## src/hdl/xild_pkg.sv

```systemverilog
// ----------------------------------------------------------------------------
// xild_pkg
// shared constants, window type and stage payload structs for the
// instruction length decoder
// ----------------------------------------------------------------------------
package xild_pkg;

	localparam int WINDOW_BYTES = 15;
	localparam int WINDOW_BITS  = 8 * WINDOW_BYTES;

	typedef logic [WINDOW_BITS-1:0] win_t;

	// opcode and prefix bytes
	localparam logic [7:0] PFX_OPSIZE   = 8'h66;
	localparam logic [7:0] PFX_ADSIZE   = 8'h67;
	localparam logic [7:0] PFX_LOCK     = 8'hf0;
	localparam logic [7:0] PFX_REPNE    = 8'hf2;
	localparam logic [7:0] PFX_REP      = 8'hf3;
	localparam logic [7:0] PFX_CS       = 8'h2e;
	localparam logic [7:0] PFX_SS       = 8'h36;
	localparam logic [7:0] PFX_DS       = 8'h3e;
	localparam logic [7:0] PFX_ES       = 8'h26;
	localparam logic [7:0] PFX_FS       = 8'h64;
	localparam logic [7:0] PFX_GS       = 8'h65;
	localparam logic [3:0] REX_HI       = 4'h4;
	localparam logic [7:0] OP_TWO_BYTE  = 8'h0f;
	localparam logic [7:0] OP_JCC32_LO  = 8'h80;
	localparam logic [7:0] OP_JCC32_HI  = 8'h8f;
	localparam logic [7:0] OP_GRP3_B    = 8'hf6;
	localparam logic [7:0] OP_GRP3_V    = 8'hf7;
	localparam logic [7:0] OP_GRP1_IZ   = 8'h81;
	localparam logic [7:0] OP_MOV_RM_IZ = 8'hc7;
	localparam logic [7:0] OP_MOV_R_LO  = 8'hb8;
	localparam logic [7:0] OP_MOV_R_HI  = 8'hbf;

	localparam logic [7:0] OP_ALU_END    = 8'h40;
	localparam logic [7:0] OP_PUSH_LO    = 8'h50;
	localparam logic [7:0] OP_POP_HI     = 8'h5f;
	localparam logic [7:0] OP_MOVSXD     = 8'h63;
	localparam logic [7:0] OP_PUSH_IZ    = 8'h68;
	localparam logic [7:0] OP_IMUL_IZ    = 8'h69;
	localparam logic [7:0] OP_PUSH_IB    = 8'h6a;
	localparam logic [7:0] OP_IMUL_IB    = 8'h6b;
	localparam logic [7:0] OP_JCC8_LO    = 8'h70;
	localparam logic [7:0] OP_JCC8_HI    = 8'h7f;
	localparam logic [7:0] OP_GRP1_IB    = 8'h80;
	localparam logic [7:0] OP_GRP1_SX    = 8'h83;
	localparam logic [7:0] OP_TEST_B     = 8'h84;
	localparam logic [7:0] OP_TEST_V     = 8'h85;
	localparam logic [7:0] OP_XCHG_B     = 8'h86;
	localparam logic [7:0] OP_XCHG_V     = 8'h87;
	localparam logic [7:0] OP_MOV_LO     = 8'h88;
	localparam logic [7:0] OP_MOV_HI     = 8'h8b;
	localparam logic [7:0] OP_LEA        = 8'h8d;
	localparam logic [7:0] OP_POP_RM     = 8'h8f;
	localparam logic [7:0] OP_NOP        = 8'h90;
	localparam logic [7:0] OP_CWDE       = 8'h98;
	localparam logic [7:0] OP_CDQ        = 8'h99;
	localparam logic [7:0] OP_MOV_R8_LO  = 8'hb0;
	localparam logic [7:0] OP_MOV_R8_HI  = 8'hb7;
	localparam logic [7:0] OP_SHIFT_IB_B = 8'hc0;
	localparam logic [7:0] OP_SHIFT_IB_V = 8'hc1;
	localparam logic [7:0] OP_RET        = 8'hc3;
	localparam logic [7:0] OP_MOV_RM_IB  = 8'hc6;
	localparam logic [7:0] OP_LEAVE      = 8'hc9;
	localparam logic [7:0] OP_INT3       = 8'hcc;
	localparam logic [7:0] OP_SHIFT_LO   = 8'hd0;
	localparam logic [7:0] OP_SHIFT_HI   = 8'hd3;
	localparam logic [7:0] OP_CALL       = 8'he8;
	localparam logic [7:0] OP_JMP32      = 8'he9;
	localparam logic [7:0] OP_JMP8       = 8'heb;
	localparam logic [7:0] OP_HLT        = 8'hf4;
	localparam logic [7:0] OP_GRP5       = 8'hff;

	// low three bits of an alu opcode below 0x40
	localparam logic [2:0] ALU_AL_IB     = 3'd4;
	localparam logic [2:0] ALU_AX_IZ     = 3'd5;

	// modrm and sib fields
	localparam logic [1:0] MOD_IND       = 2'd0;
	localparam logic [1:0] MOD_DISP8     = 2'd1;
	localparam logic [1:0] MOD_DISP32    = 2'd2;
	localparam logic [1:0] MOD_REG       = 2'd3;
	localparam logic [2:0] RM_SIB        = 3'd4;
	localparam logic [2:0] RM_RIP        = 3'd5;
	localparam logic [2:0] SIB_NO_BASE   = 3'd5;

	// stage 1: prefix run measured
	typedef struct packed {
		win_t       win;
		logic [3:0] avail;
		logic [3:0] pfx_len;
		logic       opsize;
	} s1_t;

	// stage 3: opcode decoded, length still relative to opcode start
	typedef struct packed {
		logic [4:0] op_pos;
		logic [3:0] rel_len;
		logic       known;
		logic [3:0] avail;
	} s3_t;

endpackage

```

## src/hdl/xild_prefix.sv

```systemverilog
// ----------------------------------------------------------------------------
// xild_prefix
// stage 1: counts leading legacy prefix bytes and notes an operand-size prefix
// ----------------------------------------------------------------------------
module xild_prefix
	import xild_pkg::*;
(
	input  logic       clk,
	input  logic       arst_n,
	input  logic       en,
	input  logic       valid_in,
	input  win_t       win,
	input  logic [3:0] avail,
	output logic       valid_s1,
	output s1_t        data_s1
);

	function automatic logic is_pfx(input logic [7:0] b);
		is_pfx = (b == PFX_OPSIZE) || (b == PFX_ADSIZE) || (b == PFX_LOCK) ||
			(b == PFX_REPNE) || (b == PFX_REP) || (b == PFX_CS) ||
			(b == PFX_SS) || (b == PFX_DS) || (b == PFX_ES) ||
			(b == PFX_FS) || (b == PFX_GS);
	endfunction

	logic [3:0] cnt;
	logic       run;
	logic       opsize;

	always_comb begin
		cnt    = '0;
		run    = 1'b1;
		opsize = 1'b0;
		for (int k = 0; k < WINDOW_BYTES; k++) begin
			if (run && is_pfx(win[8*k +: 8])) begin
				cnt = 4'(k + 1);
				if (win[8*k +: 8] == PFX_OPSIZE) begin
					opsize = 1'b1;
				end
			end else begin
				run = 1'b0;
			end
		end
	end

	always_ff @(posedge clk or negedge arst_n) begin
		if (!arst_n) begin
			valid_s1 <= 1'b0;
		end else if (en) begin
			valid_s1 <= valid_in;
		end
	end

	always_ff @(posedge clk) begin
		if (en && valid_in) begin
			data_s1.win     <= win;
			data_s1.avail   <= avail;
			data_s1.pfx_len <= cnt;
			data_s1.opsize  <= opsize;
		end
	end

endmodule

```

## src/hdl/xild_align.sv

```systemverilog
// ----------------------------------------------------------------------------
// xild_align
// stage 2: shifts the window so the first byte after the prefixes is byte 0
// ----------------------------------------------------------------------------
module xild_align
	import xild_pkg::*;
(
	input  logic clk,
	input  logic arst_n,
	input  logic en,
	input  logic valid_in,
	input  s1_t  data_in,
	output logic valid_s2,
	output s1_t  data_s2
);

	win_t shifted;

	// bytes shifted in from the top read as zero
	assign shifted = data_in.win >> {data_in.pfx_len, 3'b000};

	always_ff @(posedge clk or negedge arst_n) begin
		if (!arst_n) begin
			valid_s2 <= 1'b0;
		end else if (en) begin
			valid_s2 <= valid_in;
		end
	end

	always_ff @(posedge clk) begin
		if (en && valid_in) begin
			data_s2.win     <= shifted;
			data_s2.avail   <= data_in.avail;
			data_s2.pfx_len <= data_in.pfx_len;
			data_s2.opsize  <= data_in.opsize;
		end
	end

endmodule

```

## src/hdl/xild_opcode.sv

```systemverilog
// ----------------------------------------------------------------------------
// xild_opcode
// stage 3: rex check and opcode decode, sizes modrm, sib, displacement and
// immediate into a length counted from the opcode byte
// ----------------------------------------------------------------------------
module xild_opcode
	import xild_pkg::*;
(
	input  logic clk,
	input  logic arst_n,
	input  logic en,
	input  logic valid_in,
	input  s1_t  data_in,
	output logic valid_s3,
	output s3_t  data_s3
);

	// modrm + sib + displacement bytes
	function automatic logic [2:0] modrm_size(input logic [7:0] m, input logic [7:0] s);
		logic [2:0] n;
		n = 3'd1;
		if (m[7:6] != MOD_REG) begin
			if (m[2:0] == RM_SIB) begin
				n = 3'd2;
				if (m[7:6] == MOD_IND && s[2:0] == SIB_NO_BASE) begin
					n = 3'd6;
				end
			end else if (m[7:6] == MOD_IND && m[2:0] == RM_RIP) begin
				n = 3'd5;
			end
			if (m[7:6] == MOD_DISP8) begin
				n = n + 3'd1;
			end else if (m[7:6] == MOD_DISP32) begin
				n = n + 3'd4;
			end
		end
		modrm_size = n;
	endfunction

	logic       rex;
	logic       rexw;
	win_t       ow;
	logic [7:0] op, o1, o2, o3;
	logic [3:0] ms1, ms2, immz;
	logic [3:0] rel;
	logic       known;
	logic [4:0] op_pos;

	assign rex    = (data_in.win[7:4] == REX_HI);
	assign rexw   = rex & data_in.win[3];
	assign ow     = rex ? (data_in.win >> 8) : data_in.win;
	assign op     = ow[7:0];
	assign o1     = ow[15:8];
	assign o2     = ow[23:16];
	assign o3     = ow[31:24];
	assign ms1    = {1'b0, modrm_size(o1, o2)};
	assign ms2    = {1'b0, modrm_size(o2, o3)};
	assign immz   = data_in.opsize ? 4'd2 : 4'd4;
	assign op_pos = {1'b0, data_in.pfx_len} + {4'd0, rex};

	always_comb begin
		known = 1'b1;
		rel   = 4'd1;
		if (op == OP_TWO_BYTE) begin
			if (o1 >= OP_JCC32_LO && o1 <= OP_JCC32_HI) begin
				rel = 4'd6;
			end else begin
				rel = 4'd2 + ms2;
			end
		end else if ((op >= OP_PUSH_LO && op <= OP_POP_HI) || op == OP_RET ||
			op == OP_LEAVE || op == OP_NOP || op == OP_INT3 || op == OP_HLT ||
			op == OP_CWDE || op == OP_CDQ) begin
			rel = 4'd1;
		end else if (op < OP_ALU_END && op[2:0] <= ALU_AX_IZ) begin
			if (op[2:0] == ALU_AL_IB) begin
				rel = 4'd2;
			end else if (op[2:0] == ALU_AX_IZ) begin
				rel = 4'd1 + immz;
			end else begin
				rel = 4'd1 + ms1;
			end
		end else if ((op >= OP_MOV_LO && op <= OP_MOV_HI) || op == OP_LEA ||
			op == OP_TEST_B || op == OP_TEST_V || op == OP_MOVSXD || op == OP_GRP5 ||
			(op >= OP_SHIFT_LO && op <= OP_SHIFT_HI) || op == OP_XCHG_B ||
			op == OP_XCHG_V || op == OP_POP_RM) begin
			rel = 4'd1 + ms1;
		end else if (op == OP_GRP1_IB || op == OP_GRP1_SX || op == OP_SHIFT_IB_B ||
			op == OP_SHIFT_IB_V || op == OP_MOV_RM_IB || op == OP_IMUL_IB) begin
			rel = 4'd2 + ms1;
		end else if (op == OP_GRP1_IZ || op == OP_MOV_RM_IZ || op == OP_IMUL_IZ) begin
			rel = 4'd1 + ms1 + immz;
		end else if (op == OP_GRP3_B || op == OP_GRP3_V) begin
			// test forms (reg 0 and 1) carry an immediate
			if (o1[5:3] <= 3'd1) begin
				rel = 4'd1 + ms1 + ((op == OP_GRP3_B) ? 4'd1 : immz);
			end else begin
				rel = 4'd1 + ms1;
			end
		end else if ((op >= OP_JCC8_LO && op <= OP_JCC8_HI) || op == OP_JMP8 ||
			(op >= OP_MOV_R8_LO && op <= OP_MOV_R8_HI) || op == OP_PUSH_IB) begin
			rel = 4'd2;
		end else if (op == OP_CALL || op == OP_JMP32 || op == OP_PUSH_IZ) begin
			rel = 4'd5;
		end else if (op >= OP_MOV_R_LO && op <= OP_MOV_R_HI) begin
			rel = rexw ? 4'd9 : (4'd1 + immz);
		end else begin
			known = 1'b0;
		end
	end

	always_ff @(posedge clk or negedge arst_n) begin
		if (!arst_n) begin
			valid_s3 <= 1'b0;
		end else if (en) begin
			valid_s3 <= valid_in;
		end
	end

	always_ff @(posedge clk) begin
		if (en && valid_in) begin
			data_s3.op_pos  <= op_pos;
			data_s3.rel_len <= rel;
			data_s3.known   <= known;
			data_s3.avail   <= data_in.avail;
		end
	end

endmodule

```

## src/hdl/x86_instruction_length_decode.sv

```systemverilog
// ----------------------------------------------------------------------------
// x86_instruction_length_decode
// length of one x86-64 instruction (subset) from a 15-byte window
// ----------------------------------------------------------------------------
// Takes one request per cycle while in_stall is low and shows its length on
// the result side after four register stages, the first one loaded at the
// edge that accepts it: prefix count, window align, opcode decode, length
// check into the output register. Sustained rate is one request per
// clock while out_stall is low; out_stall holds the pipeline in place,
// and a stage with no data still accepts, so bubbles close up. A length of 0
// means the instruction is truncated by bytes_available, uses an opcode
// outside the supported subset, or would be longer than 15 bytes. Bytes past
// bytes_available never change the result.
// ----------------------------------------------------------------------------
module x86_instruction_length_decode
	import xild_pkg::*;
(
	input  logic        clk,
	input  logic        arst_n,
	// request side
	input  logic        in_valid,
	output logic        in_stall,
	input  logic [63:0] window_low,
	input  logic [55:0] window_high,
	input  logic [3:0]  bytes_available,
	// result side
	output logic        out_valid,
	input  logic        out_stall,
	output logic [3:0]  insn_length
);

	logic       valid_s1, valid_s2, valid_s3;
	s1_t        data_s1, data_s2;
	s3_t        data_s3;
	logic       rdy_out, rdy3, rdy2, rdy1;
	logic [4:0] total;
	logic [3:0] len;
	logic       out_valid_q;
	logic [3:0] insn_length_q;

	// each stage moves when it is empty or the stage after it moves
	assign rdy_out  = !out_valid_q || !out_stall;
	assign rdy3     = !valid_s3 || rdy_out;
	assign rdy2     = !valid_s2 || rdy3;
	assign rdy1     = !valid_s1 || rdy2;
	assign in_stall = !rdy1;

	// stage 1: leading legacy prefixes
	xild_prefix u_prefix (
		.clk      (clk),
		.arst_n   (arst_n),
		.en       (rdy1),
		.valid_in (in_valid),
		.win      ({window_high, window_low}),
		.avail    (bytes_available),
		.valid_s1 (valid_s1),
		.data_s1  (data_s1)
	);

	// stage 2: drop the prefixes from the window
	xild_align u_align (
		.clk      (clk),
		.arst_n   (arst_n),
		.en       (rdy2),
		.valid_in (valid_s1),
		.data_in  (data_s1),
		.valid_s2 (valid_s2),
		.data_s2  (data_s2)
	);

	// stage 3: rex and opcode
	xild_opcode u_opcode (
		.clk      (clk),
		.arst_n   (arst_n),
		.en       (rdy3),
		.valid_in (valid_s2),
		.data_in  (data_s2),
		.valid_s3 (valid_s3),
		.data_s3  (data_s3)
	);

	// stage 4: full length; running past the valid bytes covers every
	// truncation case, and avail never exceeds 15
	assign total = data_s3.op_pos + {1'b0, data_s3.rel_len};
	assign len   = (data_s3.known && total <= {1'b0, data_s3.avail}) ? total[3:0] : 4'd0;

	always_ff @(posedge clk or negedge arst_n) begin
		if (!arst_n) begin
			out_valid_q <= 1'b0;
		end else if (rdy_out) begin
			out_valid_q <= valid_s3;
		end
	end

	always_ff @(posedge clk) begin
		if (rdy_out && valid_s3) begin
			insn_length_q <= len;
		end
	end

	assign out_valid   = out_valid_q;
	assign insn_length = insn_length_q;

endmodule
```

## config.mk

```make
export PLATFORM = sky130hd
export DESIGN_NAME = x86_instruction_length_decode
export DESIGN_NICKNAME = d
export VERILOG_FILES = /design/src/hdl/xild_pkg.sv /design/src/hdl/xild_prefix.sv /design/src/hdl/xild_align.sv /design/src/hdl/xild_opcode.sv /design/src/hdl/x86_instruction_length_decode.sv
export SDC_FILE = /design/constraint.sdc
export NUM_CORES = 1
export LEC_CHECK = 0
export BUFFER_PORTS_ARGS = -buffer_cell sky130_fd_sc_hd__buf_2
export CORE_MARGIN = 10
export CORE_UTILIZATION = 55
export DETAILED_ROUTE_END_ITERATION = 8
export HOLD_SLACK_MARGIN = 0.15
export PLACE_DENSITY = 0.83
export SLEW_MARGIN = 20
export SYNTH_ARGS = -nofsm -noshare
export SYNTH_HDL_FRONTEND = slang
export SYNTH_SLANG_ARGS = --single-unit
```

## constraint.sdc

```tcl
create_clock -name clk -period 7.43 [get_ports clk]
set_input_delay 0.743 -clock clk [delete_from_list [all_inputs] [get_ports clk]]
set_output_delay 0.743 -clock clk [all_outputs]
set_load 0.05 [all_outputs]
```

==> impl_metrics.yaml, run 1 <==
outcome:
  status: "completed"
yosys:
  avgSynthCellArea_sq_um: 11.8
  synth_edf_count: 187
  synthDistinctLibCells: 84
  synth_warnings: 0
  yosys_register_bits: 191
  synth_nets: 1160
  ys_seq_area_share_pct: 47.9
  synth_area_sq_um: 11900
  async_flop_share_pct: 2.09
  synth_ff_type: "edfxtp_1"
  synthCells: 1012
clock_network:
  cts_buffers: 17
  clk_path_buf_depth: 2
  cts_tree: "yes"
  hold_buffers: 1
  clock_latency_ns: 0.44
  htree_levels: 4
  path_clk_slew_ns: 0.08
  cts.sinks: 191
  root_buffer: "clkbuf_16"
  cts_resized: 0
  cts_setup_buffers: 0
placement:
  port_buffers: 133
  place_ws_ns: 3.06
  globalplace.congestion: 0.980
  dpl.hpwl_mm: 25.8
detailed_routing:
  drc: 0
  ant_nets: 0
  drt_pass1_iterations: 5
  wl_per_cell_um: 23.9
  totalWireLength_mm: 33.8
  vias: 9414
  drtIter0Drc: 895
  drt-vias-per-instance: 6.65
final_layout:
  final_core_util_pct: 63.5
  layout-drive-gt1-share_pct: 21.3
  fin_nets: 1274
  layout_commonest_cell: "edfxtp_1"
  final_cell_mix: "edfxtp_1, buf_2, mux2i_1"
  syn_to_final_growth_pct: 12.7
worst_setup_path:
  critPathMaxFanout: 28
  reg2reg_slack_ns: 3.00
  required_ns: 7.61
  critPathBufInv: 1
  reg2reg_from: "u_align.data_s2[14]"
  slowest_stage: "or4_1"
  crit_path_start: "u_align.data_s2[14]"
  max_stage_delay_ns: 0.67
  cp.arrival_ns: 4.61
  cp-end-kind: "flop"
  path_cells: "or4b_1 -> buf_4 -> mux2i_1 -> or4_1 -> nor2_1 -> ha_1 -> fa_1 -> nor2b_1 -> a211oi_1 -> a311oi_1 -> a2111o_1 -> a41o_1"
  cp-start-kind: "flop"
  path_delay_family: "simple AND/OR/NAND/NOR gates"
  critPathKind: "flop to flop"
global_route:
  track_usage_pct: 23.3
  grt_pass1_wl_mm: 52.1
  grt_start_max_net_pins: 83
  gr-total-overflow: 0
  antenna_found_initial: 1
  first_global_vias: 9269
worst_hold_path:
  min_path_type: "flop to flop"
  worstHoldStart: "u_prefix.data_s1[7]"
timing:
  slew_headroom_pct: 26.7
  min_period_over_period_pct: 59.6
  fmax_mhz: 226
  fin_setup_tns_ns: 0
  setup_viol_count_final: 0
  finalMaxSlewViolations: 0
  fin_ws_ns: 3.00
  skew_ns: 0.0207
  min_period_ns: 4.43
  holdWs_ns: 0.418
  worstMarginPinSlew_ns: 1.09
  hold_viol_final: 0
  rsz0062_at_grt: "no"
floorplanning:
  die_x_um: 167
  die_h_um: 167
  die_area_sq_um: 28000
  rows: 53
  ios: 134
  coreArea_sq_um: 21200
  start_util_pct: 56.4
pwr:
  p_per_area_nw_per_um2: 226
  peakVddDrop_v: 0.000187
  power_leakage_nw: 5.02
  finalPower_w: 0.00304
flow_run:
  maxCapViolCount: 0
==> final timing paths <==
check / endpoint / cells after the start
min reg2reg: u_align.data_s2[7] / 0
max: u_opcode.data_s3[6] / 12
min in group asynchronous: u_align.valid_s2 / 2
min: u_align.data_s2[7] / 0
max reg2reg: u_opcode.data_s3[6] / 12
max in group asynchronous: u_prefix.valid_s1 / 2
==> state kept, by name (all words and copies together), names as in the netlist <==
register           count
insn_length            4
u_opcode.data_s3      14
u_prefix.valid_s1      1
u_align.data_s2       40
u_prefix.data_s1     129
u_align.valid_s2       1
out_valid              1
u_opcode.valid_s3      1
==> metal layers <==
metal | track usage [%] | vias to the layer above | wire length, um
met3 | 3.86 | 86 | 2540
met5 | 0 | - | 0
met1 | 28.2 | 4510 | 12700
met4 | 10.6 | 0 | 1420
met2 | 40.1 | 555 | 17100
li1 | - | 4263 | -
==> power by group <==
part	total, W	internal [W]	leakage, nW	switching [W]
clock network	0.000935	0.000489	0.301	0.000446
registers	0.00141	0.00132	1.86	0.0000929
logic	0.000689	0.000288	2.85	0.000402
==> kinds of logic after synthesis <==
kind of cell	Yosys count	synth area share, %
and+or+nand+nor	334	16.2
AOI/OAI and AO/OA	220	12.7
DFF	191	47.9
muxes	158	17.5
buffers and inverters	80	2.78
adders and majority gates	20	2.29
xor gates and xnor gates	9	0.661
==> Yosys cell counts (all sizes together) (8+ instances only) <==
cell    number  share of area (%)
nor4         9               0.60
o21ai       38                1.6
a211oi      15               0.94
nor2        60                1.9
a21oi       42                1.8
nand4        8               0.42
edfxtp     187                 47
nor2b       31                1.6
nand2b      36                1.9
mux2        13                1.3
o211ai      10               0.63
nand2       59                1.9
nand3       22               0.92
nand3b      14               0.88
mux2i      107                9.1
buf         16               0.77
a21o         8               0.50
mux4        38                7.2
ha          17                1.8
clkbuf      35                1.1
o22ai       22                1.2
inv         29               0.91
nor3b       13               0.82
nor3        19               0.80
a31oi        9               0.47
nor4bb      10               0.84
==> through the flow <==
step	cells	area, sq um
final	1415	13400
after global routing	1414	13400
after CTS	1414	13400
after detailed placement	1381	12800
after global placement	1381	12800
after floorplan	1012	11900
==> cell type report <==
cell class | count | area, sq um
diodes | 1 | 2.50
clock buffers | 18 | 429
clock inverters | 14 | 191
fillers | 1616 | 7710
inverters | 29 | 109
multi-input cells | 741 | 5880
flip-flops and latches | 191 | 5720
well taps | 275 | 344
repair buffers | 146 | 766
No activity file was read; power rests on OpenSTA's default activity.
==> run 2: changes to the inputs <==
--- a/config.mk
+++ b/config.mk
@@ -7,10 +7,10 @@
 export LEC_CHECK = 0
 export BUFFER_PORTS_ARGS = -buffer_cell sky130_fd_sc_hd__buf_2
 export CORE_MARGIN = 10
-export CORE_UTILIZATION = 55
+export CORE_UTILIZATION = 54
 export DETAILED_ROUTE_END_ITERATION = 8
 export HOLD_SLACK_MARGIN = 0.15
-export PLACE_DENSITY = 0.83
+export PLACE_DENSITY = 0.84
 export SLEW_MARGIN = 20
 export SYNTH_ARGS = -nofsm -noshare
 export SYNTH_HDL_FRONTEND = slang
==> constraint.sdc (replaced) <==
create_clock -name clk -period 3.6 [get_ports clk]
set_input_delay 0.36 -clock clk [delete_from_list [all_inputs] [get_ports clk]]
set_output_delay 0.36 -clock clk [all_outputs]
set_load 0.05 [all_outputs]
==> impl_metrics.yaml, run 2 (synthesized netlist as in run 1, its figures left out) <==
outcome:
  status: "finished, violations left"
  violations: "setup timing"
timing:
  holdWs_ns: 0.161
  worstMarginPinSlew_ns: 0.827
  hold_viol_final: 0
  finalMaxSlewViolations: 0
  fmax_mhz: 277
  min_period_over_period_pct: 100
  fin_setup_tns_ns: -0.0139
  skew_ns: 0.0197
  rsz0062_at_grt: "yes"
  slew_headroom_pct: 44.8
  fin_ws_ns: -0.0139
  min_period_ns: 3.61
  setup_viol_count_final: 1
global_route:
  grt_start_max_net_pins: 56
  grt_pass1_wl_mm: 58.3
  gr-total-overflow: 0
  first_global_vias: 10129
  track_usage_pct: 26.1
  antenna_found_initial: 3
final_layout:
  layout-drive-gt1-share_pct: 22.7
  top_regs: "u_prefix.data_s1 (129), u_align.data_s2 (40), u_opcode.data_s3 (14)"
  layout_commonest_cell: "edfxtp_1"
  layoutNonFillerInstCount: 1545
  syn_to_final_growth_pct: 23.0
  largest-register: "u_prefix.data_s1"
  largest_reg_flops: 129
  fin_nets: 1397
  final_cell_mix: "edfxtp_1, buf_2, mux2i_1"
placement:
  globalplace.congestion: 0.980
  dpl.hpwl_mm: 27.4
  port_buffers: 133
  place_ws_ns: -0.156
  place_inst: 1422
worst_setup_path:
  cp-start-kind: "flop"
  critPathKind: "flop to flop"
  reg2reg_slack_ns: -0.01
  cp-end-kind: "flop"
  critPathMaxFanout: 3
  required_ns: 3.80
  r2r_cells: 11
  cp.arrival_ns: 3.81
  reg2reg_from: "u_align.data_s2[13]"
  rr_endpoint: "u_opcode.data_s3[6]"
clock_network:
  cts_buffers: 17
  clk_path_buf_depth: 2
  clock_latency_ns: 0.44
  htree_levels: 4
  cts.sinks: 191
  root_buffer: "clkbuf_16"
  cts_tree: "yes"
  path_clk_slew_ns: 0.08
detailed_routing:
  drc: 0
  drtIter0Drc: 1155
  drt_pass1_iterations: 5
  drt-vias-per-instance: 6.66
  vias: 10283
  wl_per_cell_um: 24.7
  ant_nets: 0
  totalWireLength_mm: 38.1
worst_hold_path:
  worstHoldEndpoint: "u_prefix.data_s1[109]"
  worstHoldStart: "window_high[36]"
  hold_path_depth: 1
  min_path_type: "input port to flop"
flow_run:
  maxCapViolCount: 0
floorplanning:
  coreArea_sq_um: 21800
  die_area_sq_um: 28400
  die_x_um: 169
  die_h_um: 169
  rows: 54
  start_util_pct: 54.8
  ios: 134
pwr:
  p_per_area_nw_per_um2: 439
  finalPower_w: 0.00644
  peakVddDrop_v: 0.000334
  power_leakage_nw: 5.57
## run 2: power breakdown
part	internal [W]	switching, W	leakage, nW
combinational	0.000733	0.000937	3.41
sequential	0.00272	0.000158	1.86
clock	0.000939	0.000949	0.289
## run 2: layout make-up
| class | instances | area [sq um] |
|---|---|---|
| sequential | 191 | 5720 |
| tap | 280 | 350 |
| clock buffer | 17 | 425 |
| timing repair buffer | 269 | 1960 |
| multi-input combinational | 741 | 5940 |
| clock inverter | 15 | 169 |
| fill | 1534 | 7080 |
| antenna | 3 | 7.51 |
| inverter | 29 | 109 |
## run 2: per-stage QoR
step                area [sq um]  utilization (%)
floorplan                  12000                -
global placement           13200             60.5
detailed placement         13200             60.5
CTS                        14600             67.2
global route               14700             67.4
finish                     14700             67.4
## run 2: how the worst max path moves through the flow
stage	startpoint	endpoint	cells after the start
6_report	u_align.data_s2[13]	u_opcode.data_s3[6]	11
3_5_place_dp	u_align.data_s2[13]	u_opcode.data_s3[6]	12
4_1_cts	u_align.data_s2[13]	u_opcode.data_s3[6]	11
2_1_floorplan	u_align.data_s2[13]	u_opcode.data_s3[6]	12
5_1_grt	u_align.data_s2[13]	u_opcode.data_s3[6]	11
3_3_place_gp	u_align.data_s2[13]	u_opcode.data_s3[6]	11
## run 2: per-layer routing
layer	part of all wire, %	up-vias	track usage, %
met1	35	4869	30.4
met4	7.2	0	15.8
met3	8.6	181	4.63
met5	0	-	0
li1	-	4495	-
met2	49	738	43.9
## run 2: critical path, cell delays in order (launching register included)
cell and delay (ns):
edfxtp_1 0.39, or4b_4 0.61, mux2i_4 0.21, or4_4 0.55, nor2_4 0.16, ha_4 0.16, fa_1 0.39, nor2b_1 0.15
a211oi_2 0.17, a311oi_1 0.08, a2111o_1 0.30, a41o_1 0.21
## run 2: repair_timing
action / 4_1_cts / 5_1_grt
pin swaps: 1 / 0
setup endpoints to repair: 2 / 2
hold buffers: 84 / 3
endpoints found under the hold margin: 87 / 3
setup buffers: 1 / 0
cloned: 0 / 0
gates resized for setup: 3 / 1
